$ cat src/sv/dda_pkg.sv
// Package for the DDA line rasterizer: coordinate width, command codes,
// request and pixel payload structs, controller state and control structs.
// No dependencies.
package dda_pkg;

  // Coordinate width is fixed by the payload fields
  localparam int COORD_BITS = 12;
  // Default fraction width of the position arithmetic
  localparam int FRAC_BITS_DEF = 16;

  typedef enum logic [0:0] {
    CMD_START = 1'b0,
    CMD_STEP  = 1'b1
  } dda_cmd_t;

  typedef struct packed {
    dda_cmd_t                      command;
    logic signed [COORD_BITS-1:0]  start_x;
    logic signed [COORD_BITS-1:0]  start_y;
    logic signed [COORD_BITS-1:0]  end_x;
    logic signed [COORD_BITS-1:0]  end_y;
    logic        [31:0]            pen_color;
  } dda_in_req_t;

  typedef struct packed {
    logic signed [COORD_BITS-1:0]  pixel_x;
    logic signed [COORD_BITS-1:0]  pixel_y;
    logic        [31:0]            pixel_color;
    logic                          last_pixel;
  } dda_out_req_t;

  // Controller states, one-hot
  typedef enum logic [2:0] {
    ST_IDLE = 3'b001,
    ST_DIV  = 3'b010,
    ST_RUN  = 3'b100
  } dda_state_t;

  // Controller to datapath
  typedef struct packed {
    logic start;    // start request accepted
    logic advance;  // step request accepted while a line runs
    logic div_run;  // divider iterates this cycle
  } dda_cmd_bus_t;

  // Datapath to controller
  typedef struct packed {
    logic single_pixel;  // incoming line has at most one pixel
    logic div_done;      // divider in its final iteration
    logic last_step;     // next step emits the final pixel
    logic out_busy;      // output register holds a pixel
  } dda_sts_bus_t;

endpackage

$ cat src/sv/dda_ctrl.sv
// Controller of the DDA line rasterizer: input handshake and the
// idle / divide / run state machine. Depends on dda_pkg.
module dda_ctrl
  import dda_pkg::*;
(
  input  logic          clk,
  input  logic          rst_n,
  input  logic          in_valid,
  input  dda_cmd_t      in_command,
  output logic          in_stall,
  input  logic          out_stall,
  input  dda_sts_bus_t  sts,
  output dda_cmd_bus_t  cmd
);

  dda_state_t state_r, state_nxt;
  logic       accept;

  // Stall while dividing or while the output register cannot drain
  assign in_stall = (state_r == ST_DIV) | (sts.out_busy & out_stall);
  assign accept   = in_valid & ~in_stall;

  always_comb begin
    cmd.start   = accept & (in_command == CMD_START);
    cmd.advance = accept & (in_command == CMD_STEP) & (state_r == ST_RUN);
    cmd.div_run = (state_r == ST_DIV);
  end

  // Next state
  always_comb begin
    state_nxt = state_r;
    case (state_r)
      ST_IDLE, ST_RUN: begin
        if (cmd.start) begin
          state_nxt = sts.single_pixel ? ST_IDLE : ST_DIV;
        end else if (cmd.advance && sts.last_step) begin
          state_nxt = ST_IDLE;
        end
      end
      ST_DIV: begin
        if (sts.div_done) state_nxt = ST_RUN;
      end
      default: state_nxt = ST_IDLE;
    endcase
  end

  always_ff @(posedge clk) begin
    if (!rst_n) begin
      state_r <= ST_IDLE;
    end else begin
      state_r <= state_nxt;
    end
  end

  // Checks
  a_div_stalls: assert property (@(posedge clk) disable iff (!rst_n)
    (state_r == ST_DIV) |-> in_stall)
    else $error("input not stalled during division");

  a_start_div: assert property (@(posedge clk) disable iff (!rst_n)
    (cmd.start && !sts.single_pixel) |=> (state_r == ST_DIV))
    else $error("multi-pixel start did not enter division");

  a_div_exit: assert property (@(posedge clk) disable iff (!rst_n)
    (state_r == ST_DIV && sts.div_done) |=> (state_r == ST_RUN))
    else $error("division end did not start the run");

  a_last_idle: assert property (@(posedge clk) disable iff (!rst_n)
    (cmd.advance && sts.last_step && !cmd.start) |=> (state_r == ST_IDLE))
    else $error("final pixel did not return to idle");

endmodule

$ cat src/sv/dda_datapath.sv
// Datapath of the DDA line rasterizer: delta and major-axis magnitude,
// restoring divider for the increments, position stepping, rounding and
// the output register. Depends on dda_pkg.
module dda_datapath
  import dda_pkg::*;
#(
  parameter int FRAC_BITS = FRAC_BITS_DEF
) (
  input  logic          clk,
  input  logic          rst_n,
  input  dda_in_req_t   in_data,
  input  dda_cmd_bus_t  cmd,
  input  logic          out_stall,
  output dda_sts_bus_t  sts,
  output logic          out_valid,
  output dda_out_req_t  out_data
);

  localparam int C  = COORD_BITS;
  localparam int PW = COORD_BITS + FRAC_BITS;   // position width
  localparam int IW = FRAC_BITS + 2;            // increment width
  localparam int DW = COORD_BITS + 1;           // delta width
  localparam int CW = $clog2(FRAC_BITS + 1);    // divider count width
  localparam logic [PW-1:0] HALF = PW'(1) << (FRAC_BITS - 1);

  logic signed [PW-1:0]  pos_x_r, pos_x_nxt, pos_y_r, pos_y_nxt;
  logic signed [IW-1:0]  inc_x_r, inc_x_nxt, inc_y_r, inc_y_nxt;
  logic [C-1:0]          steps_r, steps_nxt;
  logic [C-1:0]          mx_r, mx_nxt;
  logic [31:0]           color_r, color_nxt;
  logic [C:0]            rem_x_r, rem_x_nxt, rem_y_r, rem_y_nxt;
  logic [FRAC_BITS-1:0]  q_x_r, q_x_nxt, q_y_r, q_y_nxt;
  logic                  neg_x_r, neg_x_nxt, neg_y_r, neg_y_nxt;
  logic [CW-1:0]         cnt_r, cnt_nxt;
  logic                  out_valid_r, out_valid_nxt;
  dda_out_req_t          out_data_r, out_data_nxt;

  logic signed [DW-1:0]  dx, dy, neg_dx, neg_dy;
  logic [C-1:0]          ax, ay, mx;
  logic                  ge_x, ge_y;
  logic [C:0]            diff_x, diff_y, r1_x, r1_y;
  logic [FRAC_BITS:0]    qf_x, qf_y;
  logic signed [PW-1:0]  sum_x, sum_y;

  // Half away from zero: add half, or half minus one when negative, then floor
  function automatic logic [C-1:0] round_pos(input logic [PW-1:0] p);
    logic [PW-1:0] bias;
    logic [PW-1:0] s;
    bias = p[PW-1] ? HALF - PW'(1) : HALF;
    s    = p + bias;
    return s[PW-1:FRAC_BITS];
  endfunction

  // Deltas and major-axis magnitude of the incoming line
  always_comb begin
    dx     = {in_data.end_x[C-1], in_data.end_x} - {in_data.start_x[C-1], in_data.start_x};
    dy     = {in_data.end_y[C-1], in_data.end_y} - {in_data.start_y[C-1], in_data.start_y};
    neg_dx = -dx;
    neg_dy = -dy;
    ax     = dx[DW-1] ? neg_dx[C-1:0] : dx[C-1:0];
    ay     = dy[DW-1] ? neg_dy[C-1:0] : dy[C-1:0];
    mx     = (ax > ay) ? ax : ay;
  end

  // One restoring division step per axis
  always_comb begin
    diff_x = rem_x_r - {1'b0, mx_r};
    diff_y = rem_y_r - {1'b0, mx_r};
    ge_x   = (rem_x_r >= {1'b0, mx_r});
    ge_y   = (rem_y_r >= {1'b0, mx_r});
    r1_x   = ge_x ? diff_x : rem_x_r;
    r1_y   = ge_y ? diff_y : rem_y_r;
    qf_x   = {q_x_r, ge_x};
    qf_y   = {q_y_r, ge_y};
  end

  // Next position
  always_comb begin
    sum_x = pos_x_r + {{(PW-IW){inc_x_r[IW-1]}}, inc_x_r};
    sum_y = pos_y_r + {{(PW-IW){inc_y_r[IW-1]}}, inc_y_r};
  end

  assign sts.single_pixel = (mx[C-1:1] == '0);
  assign sts.div_done     = (cnt_r == CW'(FRAC_BITS));
  assign sts.last_step    = (steps_r == C'(1));
  assign sts.out_busy     = out_valid_r;

  // Register updates
  always_comb begin
    pos_x_nxt     = pos_x_r;
    pos_y_nxt     = pos_y_r;
    inc_x_nxt     = inc_x_r;
    inc_y_nxt     = inc_y_r;
    steps_nxt     = steps_r;
    mx_nxt        = mx_r;
    color_nxt     = color_r;
    rem_x_nxt     = rem_x_r;
    rem_y_nxt     = rem_y_r;
    q_x_nxt       = q_x_r;
    q_y_nxt       = q_y_r;
    neg_x_nxt     = neg_x_r;
    neg_y_nxt     = neg_y_r;
    cnt_nxt       = cnt_r;
    out_data_nxt  = out_data_r;
    out_valid_nxt = out_stall ? out_valid_r : 1'b0;

    if (cmd.start) begin
      pos_x_nxt     = {in_data.start_x, {FRAC_BITS{1'b0}}};
      pos_y_nxt     = {in_data.start_y, {FRAC_BITS{1'b0}}};
      steps_nxt     = mx - C'(1);
      mx_nxt        = mx;
      color_nxt     = in_data.pen_color;
      rem_x_nxt     = {1'b0, ax};
      rem_y_nxt     = {1'b0, ay};
      q_x_nxt       = '0;
      q_y_nxt       = '0;
      neg_x_nxt     = dx[DW-1];
      neg_y_nxt     = dy[DW-1];
      cnt_nxt       = '0;
      out_valid_nxt = 1'b1;
      out_data_nxt.pixel_x     = in_data.start_x;
      out_data_nxt.pixel_y     = in_data.start_y;
      out_data_nxt.pixel_color = in_data.pen_color;
      out_data_nxt.last_pixel  = sts.single_pixel;
    end else if (cmd.div_run) begin
      rem_x_nxt = {r1_x[C-1:0], 1'b0};
      rem_y_nxt = {r1_y[C-1:0], 1'b0};
      q_x_nxt   = qf_x[FRAC_BITS-1:0];
      q_y_nxt   = qf_y[FRAC_BITS-1:0];
      cnt_nxt   = cnt_r + CW'(1);
      if (sts.div_done) begin
        inc_x_nxt = neg_x_r ? -$signed({1'b0, qf_x}) : $signed({1'b0, qf_x});
        inc_y_nxt = neg_y_r ? -$signed({1'b0, qf_y}) : $signed({1'b0, qf_y});
      end
    end else if (cmd.advance) begin
      pos_x_nxt     = sum_x;
      pos_y_nxt     = sum_y;
      steps_nxt     = steps_r - C'(1);
      out_valid_nxt = 1'b1;
      out_data_nxt.pixel_x     = round_pos(sum_x);
      out_data_nxt.pixel_y     = round_pos(sum_y);
      out_data_nxt.pixel_color = color_r;
      out_data_nxt.last_pixel  = sts.last_step;
    end
  end

  // Payload registers
  always_ff @(posedge clk) begin
    pos_x_r    <= pos_x_nxt;
    pos_y_r    <= pos_y_nxt;
    inc_x_r    <= inc_x_nxt;
    inc_y_r    <= inc_y_nxt;
    steps_r    <= steps_nxt;
    mx_r       <= mx_nxt;
    color_r    <= color_nxt;
    rem_x_r    <= rem_x_nxt;
    rem_y_r    <= rem_y_nxt;
    q_x_r      <= q_x_nxt;
    q_y_r      <= q_y_nxt;
    neg_x_r    <= neg_x_nxt;
    neg_y_r    <= neg_y_nxt;
    cnt_r      <= cnt_nxt;
    out_data_r <= out_data_nxt;
  end

  // Output valid
  always_ff @(posedge clk) begin
    if (!rst_n) begin
      out_valid_r <= 1'b0;
    end else begin
      out_valid_r <= out_valid_nxt;
    end
  end

  assign out_valid = out_valid_r;
  assign out_data  = out_data_r;

endmodule

$ cat src/sv/dda_line_rasterizer.sv
// DDA line rasterizer. A start request loads both endpoints and a color and
// emits the first pixel at once; each step request emits the next pixel of
// the half-open line, position kept in signed fixed point with FRAC_BITS
// fraction bits and rounded half away from zero. A step is taken every cycle
// while the output register drains, so a running line yields one pixel per
// cycle. A start of a line longer than one pixel is accepted, then the
// restoring divider forms both increments while in_stall is high. A step
// request while no line runs is accepted and produces no pixel.
// Top level; depends on dda_pkg, dda_ctrl and dda_datapath.
module dda_line_rasterizer
  import dda_pkg::*;
#(
  parameter int FRAC_BITS = FRAC_BITS_DEF
) (
  input  logic          clk,
  input  logic          rst_n,
  input  logic          in_valid,
  output logic          in_stall,
  input  dda_in_req_t   in_data,
  output logic          out_valid,
  input  logic          out_stall,
  output dda_out_req_t  out_data
);

  dda_cmd_bus_t cmd;
  dda_sts_bus_t sts;

  // Sequencing and handshake
  dda_ctrl u_ctrl (
    .clk        (clk),
    .rst_n      (rst_n),
    .in_valid   (in_valid),
    .in_command (in_data.command),
    .in_stall   (in_stall),
    .out_stall  (out_stall),
    .sts        (sts),
    .cmd        (cmd)
  );

  // Arithmetic and output register
  dda_datapath #(
    .FRAC_BITS (FRAC_BITS)
  ) u_datapath (
    .clk       (clk),
    .rst_n     (rst_n),
    .in_data   (in_data),
    .cmd       (cmd),
    .out_stall (out_stall),
    .sts       (sts),
    .out_valid (out_valid),
    .out_data  (out_data)
  );

endmodule

$ cat config.mk
export PLATFORM = sky130hd
export DESIGN_NAME = dda_line_rasterizer
export DESIGN_NICKNAME = d
export VERILOG_FILES = /design/src/sv/dda_pkg.sv /design/src/sv/dda_ctrl.sv /design/src/sv/dda_datapath.sv /design/src/sv/dda_line_rasterizer.sv
export SDC_FILE = /design/constraint.sdc
export NUM_CORES = 1
export LEC_CHECK = 0
export BUFFER_PORTS_ARGS = -buffer_cell sky130_fd_sc_hd__buf_2
export CAP_MARGIN = 30
export CORE_ASPECT_RATIO = 1.75
export CORE_UTILIZATION = 45
export DETAILED_ROUTE_END_ITERATION = 12
export GPL_TIMING_DRIVEN = 0
export PLACE_DENSITY_LB_ADDON = 0.12
export SLEW_MARGIN = 40
export SYNTH_ARGS = -nofsm -noshare
export SYNTH_HDL_FRONTEND = slang
export SYNTH_SLANG_ARGS = --single-unit
$ cat constraint.sdc
create_clock -name clk -period 8.25 [get_ports clk]
set_clock_uncertainty 0.1 [all_clocks]
set_input_delay 1.65 -clock clk [delete_from_list [all_inputs] [get_ports clk]]
set_output_delay 1.65 -clock clk [all_outputs]
set_load 0.05 [all_outputs]
==> results of run 1 <==
==> report_power, final <==
part	total, W	switching, W	internal (W)
Combinational	0.00152	0.000947	0.000575
Sequential	0.00164	0.0000327	0.00161
Clock	0.00137	0.000589	0.000780
==> routing by layer <==
metal	GRT usage [%]	share of wire (%)
met1	24.22	34
met3	2.535	3.5
met4	17.04	6.9
met5	0	0
met2	51.70	55
==> how the worst max path moves through the flow <==
stage                            from                endpoint  cells past startpoint
after floorplan           in_data[32]   u_datapath.steps_r[4]                     29
after global placement      out_stall  u_datapath.pos_y_r[21]                      7
after detailed placement  in_data[68]  u_datapath.steps_r[10]                     28
after CTS                 in_data[68]  u_datapath.steps_r[10]                     28
after global routing      in_data[32]   u_datapath.steps_r[6]                     31
final                     in_data[68]   u_datapath.steps_r[6]                     28
==> through the flow <==
stage                     cells  util (%)
after global placement     2697     49.30
final                      2758     52.42
after global routing       2758     52.42
after detailed placement   2705     49.86
after floorplan            2010         -
after CTS                  2757     52.35
==> layout make-up <==
type,instances,area (um2)
Fill cell,3849,19170
Multi-Input combinational cell,1562,10400
Sequential cell,274,7477
Timing Repair Buffer,152,864.6
Clock buffer,36,824.5
Tap cell,544,680.7
Inverter,113,431.7
Buffer,61,265.3
Clock inverter,16,180.2
==> timing repair <==
action	in CTS	in global routing
gates resized for setup	0	1
endpoints found under the setup margin	0	4
hold endpoints to repair	0	0
==> Yosys cell counts, drive strengths merged (16+ instances only) <==
| master | n | area [um2] |
|---|---|---|
| xnor2 | 97 | 849.6 |
| nor2b | 29 | 181.4 |
| clkbuf | 51 | 191.4 |
| nand2b | 25 | 156.4 |
| nand4 | 20 | 131.4 |
| nand3 | 53 | 265.3 |
| o21a | 26 | 195.2 |
| dfxtp | 75 | 1501 |
| edfxtp | 199 | 5976 |
| o21ai | 154 | 770.7 |
| xor2 | 55 | 481.7 |
| a21boi | 18 | 135.1 |
| inv | 112 | 420.4 |
| mux2i | 46 | 464.2 |
| nor3 | 44 | 230.2 |
| ha | 152 | 1902 |
| o31ai | 16 | 120.1 |
| a21oi | 79 | 399.1 |
| a31oi | 16 | 100.1 |
| nand2 | 343 | 1287 |
| nor2 | 130 | 488.0 |
| a21o | 45 | 337.8 |
==> registers in the layout, summed over array words and instances, names as in the netlist, 3 cells and up <==
register / flops
u_datapath.out_data: 57
u_datapath.color_r: 32
u_datapath.pos_x_r: 28
u_datapath.pos_y_r: 28
u_datapath.inc_x_r: 18
u_datapath.inc_y_r: 18
u_datapath.q_x_r: 16
u_datapath.q_y_r: 16
u_datapath.rem_x_r: 13
u_datapath.rem_y_r: 13
u_datapath.mx_r: 12
u_datapath.steps_r: 12
u_datapath.cnt_r: 5
u_ctrl.state_r: 3
==> cells by family after synthesis <==
logic type	count (synthesis)	synth area share [%]
adder cells (fa/ha/maj)	158	10.95
XOR/XNOR	152	7.208
flip-flops	274	40.49
buffers and inverters	174	3.685
AO/OA/AOI/OAI	460	16.20
multiplexers	57	3.204
AND/OR/NAND/NOR	735	18.27
==> worst register-to-register path: stages, from the launching register on <==
cell and delay, ps:
edfxtp_1 390, ha_1 310, a21o_1 180, a21oi_1 220, o21ai_1 120, a2111oi_1 600, o31ai_2 260, and4_1 290
or2_2 300, o21bai_1 420, inv_1 370, ha_1 420, a21o_1 120, a21o_1 110, a21o_1 110, a21o_1 110
a21oi_1 80, a211oi_1 390, o31ai_1 140, o21ai_0 290, nand2b_1 90, clkbuf_1 240, nor4_1 610, a21o_1 210
a31oi_1 80
==> impl_results.md, run 1 <==
- Routed Antenna Nets: 0
- Max cap viols: 0
- Yosys cell types: 89
- Clock latency on the worst-skew pair: 580 ps
- Final Critical Period: 7682 ps
- Initial DRC Count: 786
- Post-route cell area: 21120 um2
- Hold Path Sink: u_datapath.pos_y_r[4]
- Post-Synthesis Cells: 2010
- Most used DFF post-synth: edfxtp_1
- Maximum fanout along the worst path: 10
- Inserted Clock Buffers: 28
- Chip Height: 270 um
- IO Count: 144
- R2R cell count: 24
- Post-synth EDFFs: 199
- Fin crit share: 93.11%
- Worst R2R Start: u_datapath.inc_y_r[1]
- Max Transition Viols Final: 0
- Via density: 5.639
- Starting Density: 45.84%
- Fmax: 130.2 MHz
- Reg2reg end: u_datapath.out_data[44]
- Number of buffers and inverters on the critical path: 7
- Leading cell type in the layout, fill and taps excluded: nand2_1
- Ys async rst share: 0%
- CTS clk-pin slew, worst paths: 70 ps
- Crit-path max cell delay: 620 ps
- CTS tree: done
- R2r setup slk: 1420 ps
- Diode count: 0
- Crit. End Element: flop
- Core Rows: 97
- Setup CP Type: primary input to flop
- Setup TNS: 0 ps
- YS warnings: 0
- Slew headroom: 42.03%
- Hold WS: 362.1 ps
- Nets: 2435
- Startpoint types: primary input
- Largest net degree at the start of global routing: 63
- Most used cell along the critical path: ha_1
- Sink Count: 274
- Hpwl dp: 42940 um
- Die Wd: 155.1 um
- CTS Root Cell: clkbuf_16
- Worst Max-Slew Pin Slew: 866.7 ps
- Hold path startpoint: u_datapath.pos_y_r[4]
- Layout cells sized above 1: 11.56%
- RSZ-0062 raised after global routing: no
- Layout area overhead: 14.36%
- Drt pass-1 iters: 5
- Final worst setup slack: 568.2 ps
- Number of global-route vias before repair: 15878
- Slowest-stage cell, CP: a31oi_1
- GRT Overall Usage: 25.90%
- Synthesized Nets: 2253
- P per Cell Area: 214.5 nW/um2
- Post-CTS Setup Repair Bufs: 0
- Leakage: 9.077 nW
- CTS H-tree lvls: 1
- Die area: 41890 um2
- Final setup viols: 0
- Status: finished clean
- Peak supply drop: 0.1993 mV
- CP Data Arrival Time: 7870 ps
- HP Class: flop to flop
- Global route overflow: 0
- Final Hold Fails: 0
- WL per Instance: 19.64 um
- Hold Path Depth: 2
- Clock Tree Buf Depth: 3
- Syn_area_per_cell: 9.189 um2
- Post-Syn Area: 18470 um2
- Sequential share of the synthesized area: 40.49%
- Setup WS pre-CTS: -179.4 ps
- PortBufs: 143
- Power Total: 0.004531 W
- First-pass GRT wire length: 83770 um
- Core area: 40290 um2
- Flops & latches, synth: 274
- Hold buffers post-CTS: 0
- Initial antenna violation count: 0
- Top delay family on crit path: compound AO/OA/AOI/OAI gates
- GPL Wtd Cong: 0.9705
- Wirelength, routed: 54150 um
- Most frequent cells in the layout: nand2_1 (343), edfxtp_1 (199), ha_1 (152)
- Area after DPL: 20090 um2
- Via count: 15551
- Drc violations: 0
- Critical Path RT: 8440 ps
Note: power is estimated with default switching activity, not from simulation.
==> run 2, diff against run 1 <==
Settings changed: CORE_UTILIZATION 45 to 52.
Clock period 8.25 ns to 7.45 ns, I/O delays scaled along.
==> impl_results.md, run 2 (same netlist as run 1, synthesis figures left out) <==
- Sequential power share: 37.3% (+1.1 points)
- Nets: 2431 (-0.16%)
- Worst R2R Start: u_datapath.inc_y_r[1]
- Leakage: 8.992 nW (-0.94%)
- Crit. End Element: flop
- Number of global-route vias before repair: 15670 (-1.3%)
- IO Count: 144 (unchanged)
- Critical Path RT: 7750 ps (-690 ps)
- CTS tree: done
- CTS clk-pin slew, worst paths: 70 ps (about the same)
- R2r setup slk: 600 ps (-820 ps)
- CP Data Arrival Time: 7490 ps (-380 ps)
- RSZ-0062 raised after global routing: yes
- Layout area overhead: 13.08%
- Setup CP Type: primary input to flop
- Clock latency on the worst-skew pair: 580 ps (about the same)
- Final Hold Fails: 0 (unchanged)
- Global route overflow: 0 (unchanged)
- Routed Antenna Nets: 0 (unchanged)
- Fin crit share: 96.58%
- Internal Dissipation: 0.003190 W (+7.7%)
- Inserted Clock Buffers: 27 (-3.6%)
- R2R cell count: 24 (unchanged)
- Hpwl dp: 40700 um (-5.2%)
- Wirelength, routed: 52450 um (-3.2%)
- Core Rows: 91 (-6.2%)
- Reg2reg end: u_datapath.out_data[44]
- WL per Instance: 19.61 um (-0.11%)
- HP Class: flop to flop
- Chip Height: 251.3 um (-6.9%)
- Max reg flops: 57 (unchanged)
- CTS Root Cell: clkbuf_16
- Hold WS: 362.4 ps (+0.2410 ps)
- PortBufs: 143 (unchanged)
- First-pass GRT wire length: 81250 um (-3.0%)
- Hold Path Sink: u_datapath.pos_y_r[10]
- Die Wd: 144.5 um (-6.9%)
- Die area: 36300 um2 (-13%)
- GPL Wtd Cong: 0.9111 (-6.1%)
- Maximum fanout along the worst path: 10 (unchanged)
- Via count: 15668 (+0.75%)
- Sw Share: 34.49% (-0.13 points)
- Core area: 35070 um2 (-13%)
- Initial antenna violation count: 0 (unchanged)
- Drc violations: 0 (unchanged)
- Startpoint types: primary input
- Hold Path Depth: 2 (unchanged)
- Clock Tree Buf Depth: 3 (unchanged)
- Max cap viols: 0 (unchanged)
- Final Critical Period: 7195 ps
- Max Transition Viols Final: 0 (unchanged)
- Peak supply drop: 0.2370 mV (+19%)
- Worst Max-Slew Pin Slew: 880.9 ps (+14.25 ps)
- Clock power share: 28.8% (-1.4 points)
- P per Cell Area: 233.1 nW/um2 (+8.7%)
- Power share of the combinational group: 33.9% (+0.3 points)
- Sink Count: 274 (unchanged)
- Via density: 5.859 (+3.9%)
- Final setup viols: 0 (unchanged)
- Initial DRC Count: 761 (-3.2%)
- Starting Density: 52.67% (+6.8 points)
- Layout cells sized above 1: 11.36% (-0.20 points)
- Fmax: 139.0 MHz
- Drt pass-1 iters: 5 (unchanged)
- Largest net degree at the start of global routing: 76 (+21%)
- CTS H-tree lvls: 1 (unchanged)
- Hold path startpoint: u_datapath.pos_y_r[10]
- Status: finished clean
- Slew headroom: 41.27% (-0.75 points)
- Leading cell type in the layout, fill and taps excluded: nand2_1
- Setup WS pre-CTS: -730.5 ps (-551.1 ps)
- Final worst setup slack: 255.0 ps (-313.2 ps)
- Switching pwr: 0.001679 W (+7.0%)
- Most frequent cells in the layout: nand2_1 (343), edfxtp_1 (199), ha_1 (151)
- Diode count: 0 (unchanged)
- GRT Overall Usage: 29.44% (+3.5 points)
- Number of fill cells: 3188 (-17%)
run 2: layout make-up:
type / instances / area (um2) / share of cell area, %
Timing Repair Buffer: 150 / 843.3 / 4.038
Clock inverter: 12 / 112.6 / 0.5392
Tap cell: 465 / 581.8 / 2.786
Sequential cell: 274 / 7477 / 35.80
Multi-Input combinational cell: 1562 / 10400 / 49.78
Clock buffer: 38 / 782.0 / 3.744
Inverter: 113 / 431.7 / 2.067
Buffer: 60 / 260.3 / 1.246
run 2: per-stage QoR:
stage	total power (W)	area [um2]	instances	setup TNS, ps	util (%)
after floorplan	0.003040	18470	2010	0	-
after global placement	0.003416	19770	2618	-70050	56.37
after detailed placement	0.003459	19940	2624	-3466	56.85
after CTS	0.004862	20830	2674	0	59.41
after global routing	0.005095	20890	2674	-17.45	59.55
final	0.004869	20890	2674	0	59.55
run 2: worst max path at each step:
stage / end / from / slack (ps)
finish: u_datapath.steps_r[10] / in_data[68] / 260
detailed placement: u_datapath.steps_r[4] / in_data[68] / -730
global placement: u_datapath.pos_y_r[21] / out_stall / -740
floorplan: u_datapath.steps_r[4] / in_data[32] / 530
CTS: u_datapath.steps_r[10] / in_data[68] / 50
global route: u_datapath.steps_r[10] / in_data[68] / -20
run 2: worst max-delay path, cell delays in order:
cell	delay, ps
buf_2	150
ha_1	220
fa_1	400
xor2_1	340
nand3b_1	120
mux2_2	300
nor4_1	530
nor2_1	100
xor2_1	670
inv_1	120
ha_1	340
nand4_1	110
nor2_1	140
nand2_1	80
o211ai_1	140
nor3_1	80
a221o_1	310
o21bai_4	230
buf_6	220
buf_12	150
mux2i_1	110
inv_1	90
ha_2	260
nand2_1	70
mux2_2	330
o21a_1	190
nor3_1	200
run 2: power by group through the flow:
stage | Combinational, W | Sequential (W) | Clock (W)
2_1_floorplan | 0.00114 | 0.00190 | 0
3_3_place_gp | 0.00157 | 0.00185 | 0
3_5_place_dp | 0.00161 | 0.00185 | 0
4_1_cts | 0.00162 | 0.00182 | 0.00142
5_1_grt | 0.00180 | 0.00182 | 0.00147
6_report | 0.00165 | 0.00182 | 0.00140
run 2: timing repair:
action                     in CTS  in global routing
gates resized for setup         1                  6
hold buffers                    0                  0
setup endpoints to repair       4                  6
buffers inserted                0                  1
pin swaps                       0                  1
run 2: metal layers:
| layer | global-route usage, % | wire length, um | up-vias | share of wire, % |
|---|---|---|---|---|
| li1 | - | - | 7591 | - |
| met3 | 3.619 | 1981 | 188 | 3.8 |
| met2 | 54.48 | 27630 | 402 | 53 |
| met1 | 28.78 | 18390 | 7487 | 35 |
| met5 | 0 | 0 | - | 0 |
| met4 | 23.22 | 4445 | 0 | 8.5 |
==> run 3, diff against run 2 <==
Settings changed: PLACE_DENSITY set to 0.8, PLACE_DENSITY_LB_ADDON 0.12 to unset.
==> impl_results.md, run 3 (same netlist as run 1, synthesis figures left out) <==
- First-pass GRT wire length: 81060 um (-0.23%)
- Initial DRC Count: 1029 (+35%)
- R2R cell count: 24 (unchanged)
- Worst Setup SP: in_data[56]
- Global route overflow: 0 (unchanged)
- Slowest-stage cell, CP: o32ai_2
- Core Rows: 91 (unchanged)
- Final Hold Fails: 0 (unchanged)
- CP Data Arrival Time: 7460 ps (-30 ps)
- Maximum fanout along the worst path: 10 (unchanged)
- Setup CP Type: primary input to flop
- Chip Height: 251.3 um (unchanged)
- Startpoint types: primary input
- P per Cell Area: 232.7 nW/um2 (-0.19%)
- Final worst setup slack: 287.7 ps (+32.68 ps)
- Critical Path RT: 7750 ps (about the same)
- Sink Count: 274 (unchanged)
- Number of buffers and inverters on the critical path: 4 (-1)
- Final Critical Period: 7162 ps (-32.68 ps)
- Peak supply drop: 0.2110 mV (-11%)
- Setup WS pre-CTS: -713.3 ps (+17.20 ps)
- Most used cell along the critical path: o21a_1
- Wirelength, routed: 52270 um (-0.34%)
- Die Wd: 144.5 um (unchanged)
- Post-route insts no fill: 2674 (unchanged)
- Hpwl dp: 40060 um (-1.6%)
- R2r setup slk: 330 ps (-270 ps)
- Worst R2R Start: u_datapath.inc_y_r[1]
- Clock Tree Buf Depth: 3 (unchanged)
- Crit-path max cell delay: 600 ps (-70 ps)
- PortBufs: 143 (unchanged)
- Layout area overhead: 12.99% (about the same)
- CTS H-tree lvls: 1 (unchanged)
- Fin crit share: 96.14% (-0.44 points)
- WL per Instance: 19.55 um (-0.34%)
- Via density: 5.981 (+2.1%)
- Util after Layout: 59.51% (about the same)
- Drt pass-1 iters: 7 (+2)
- Hold buffers post-CTS: 0 (unchanged)
- Top delay family on crit path: compound AO/OA/AOI/OAI gates
- Fmax: 139.6 MHz (+0.46%)
- Area after DPL: 19940 um2 (about the same)
- CTS Root Cell: clkbuf_16
- Number of global-route vias before repair: 16418 (+4.8%)
- Leakage: 8.983 nW (-0.10%)
- IO Count: 144 (unchanged)
- Leading cell type in the layout, fill and taps excluded: nand2_1
- Largest net degree at the start of global routing: 59 (-22%)
- CTS tree: done
- Hold Path Depth: 2 (unchanged)
- Post-route cell area: 20870 um2 (about the same)
- Initial antenna violation count: 0 (unchanged)
- Most frequent cells in the layout: nand2_1 (343), edfxtp_1 (199), ha_1 (151)
- Routed Antenna Nets: 0 (unchanged)
- Max cap viols: 0 (unchanged)
- Max reg flops: 57 (unchanged)
- Diode count: 0 (unchanged)
- Status: finished clean
- Number of fill cells: 3078 (-3.5%)
- GRT Overall Usage: 28.97% (-0.47 points)
- Reg2reg end: u_datapath.out_data[44]
- Placed insts: 2625 (+0.038%)
- Core area: 35070 um2 (unchanged)
- Max Transition Viols Final: 0 (unchanged)
- Die area: 36300 um2 (unchanged)
- Clock latency on the worst-skew pair: 570 ps (about the same)
- GPL Wtd Cong: 0.9420 (+3.4%)
- Layout cells sized above 1: 11.41% (+0.045 points)
- Hold path startpoint: u_datapath.pos_y_r[0]
- Final setup viols: 0 (unchanged)
- Nets: 2432 (+0.041%)
- HP Class: flop to flop
- Drc violations: 0 (unchanged)
- Slew headroom: 38.20% (-3.1 points)
- Worst Max-Slew Pin Slew: 927.0 ps (+46.10 ps)
- Via count: 15994 (+2.1%)
- CTS clk-pin slew, worst paths: 70 ps (about the same)
- Hold Path Sink: u_datapath.pos_y_r[0]
- Inserted Clock Buffers: 27 (unchanged)
- Setup TNS: 0 ps (unchanged)
- Crit. End Element: flop
- Starting Density: 52.67% (unchanged)
run 3: how the worst max path moves through the flow:
stage	end	depth (start not counted)
floorplan	u_datapath.steps_r[4]	29
global placement	u_datapath.out_data[18]	7
detailed placement	u_datapath.steps_r[10]	28
CTS	u_datapath.steps_r[10]	28
global route	u_datapath.steps_r[10]	28
finish	u_datapath.steps_r[10]	27
run 3: what timing repair did:
action                     CTS  global route
resized for setup            1             7
setup buffers                0             1
setup endpoints to repair    4             5
hold endpoints to repair     0             0
pin swaps                    0             1
run 3: per-stage QoR:
stage	power (W)	hold slack [ps]
3_5_place_dp	0.003450	350.5
6_report	0.004856	360.4
5_1_grt	0.005070	383.4
3_3_place_gp	0.003397	346.1
4_1_cts	0.004823	362.6
2_1_floorplan	0.003040	337.7
run 3: area by class of cell:
type | count | area, um2 | share of cell area (%)
multi-input cells | 1562 | 10410 | 49.86
flip-flops and latches | 274 | 7477 | 35.83
repair buffers | 151 | 838.3 | 4.017
clock buffers | 33 | 750.7 | 3.597
well taps | 465 | 581.8 | 2.788
inverters | 113 | 431.7 | 2.068
plain buffers | 60 | 257.7 | 1.235
clock inverters | 16 | 125.1 | 0.5996
run 3: worst min-delay path, stage by stage (launching register included):
cell and delay (ps):
dfxtp_1 320, nand3_1 60, nand2_1 40
run 3: routing by layer:
metal	global-route usage, %	vias to the layer above	wire length [um]
met5	0	-	0
met4	25.53	0	4937
met3	4.381	250	2725
met2	52.45	574	27050
met1	27.74	7578	17550
li1	-	7592	-
run 3: where the power goes:
group	switching, W	internal, W
Clock	0.000624	0.000756
Sequential	0.0000360	0.00178
Combinational	0.00102	0.000638
Total	0.00168	0.00317
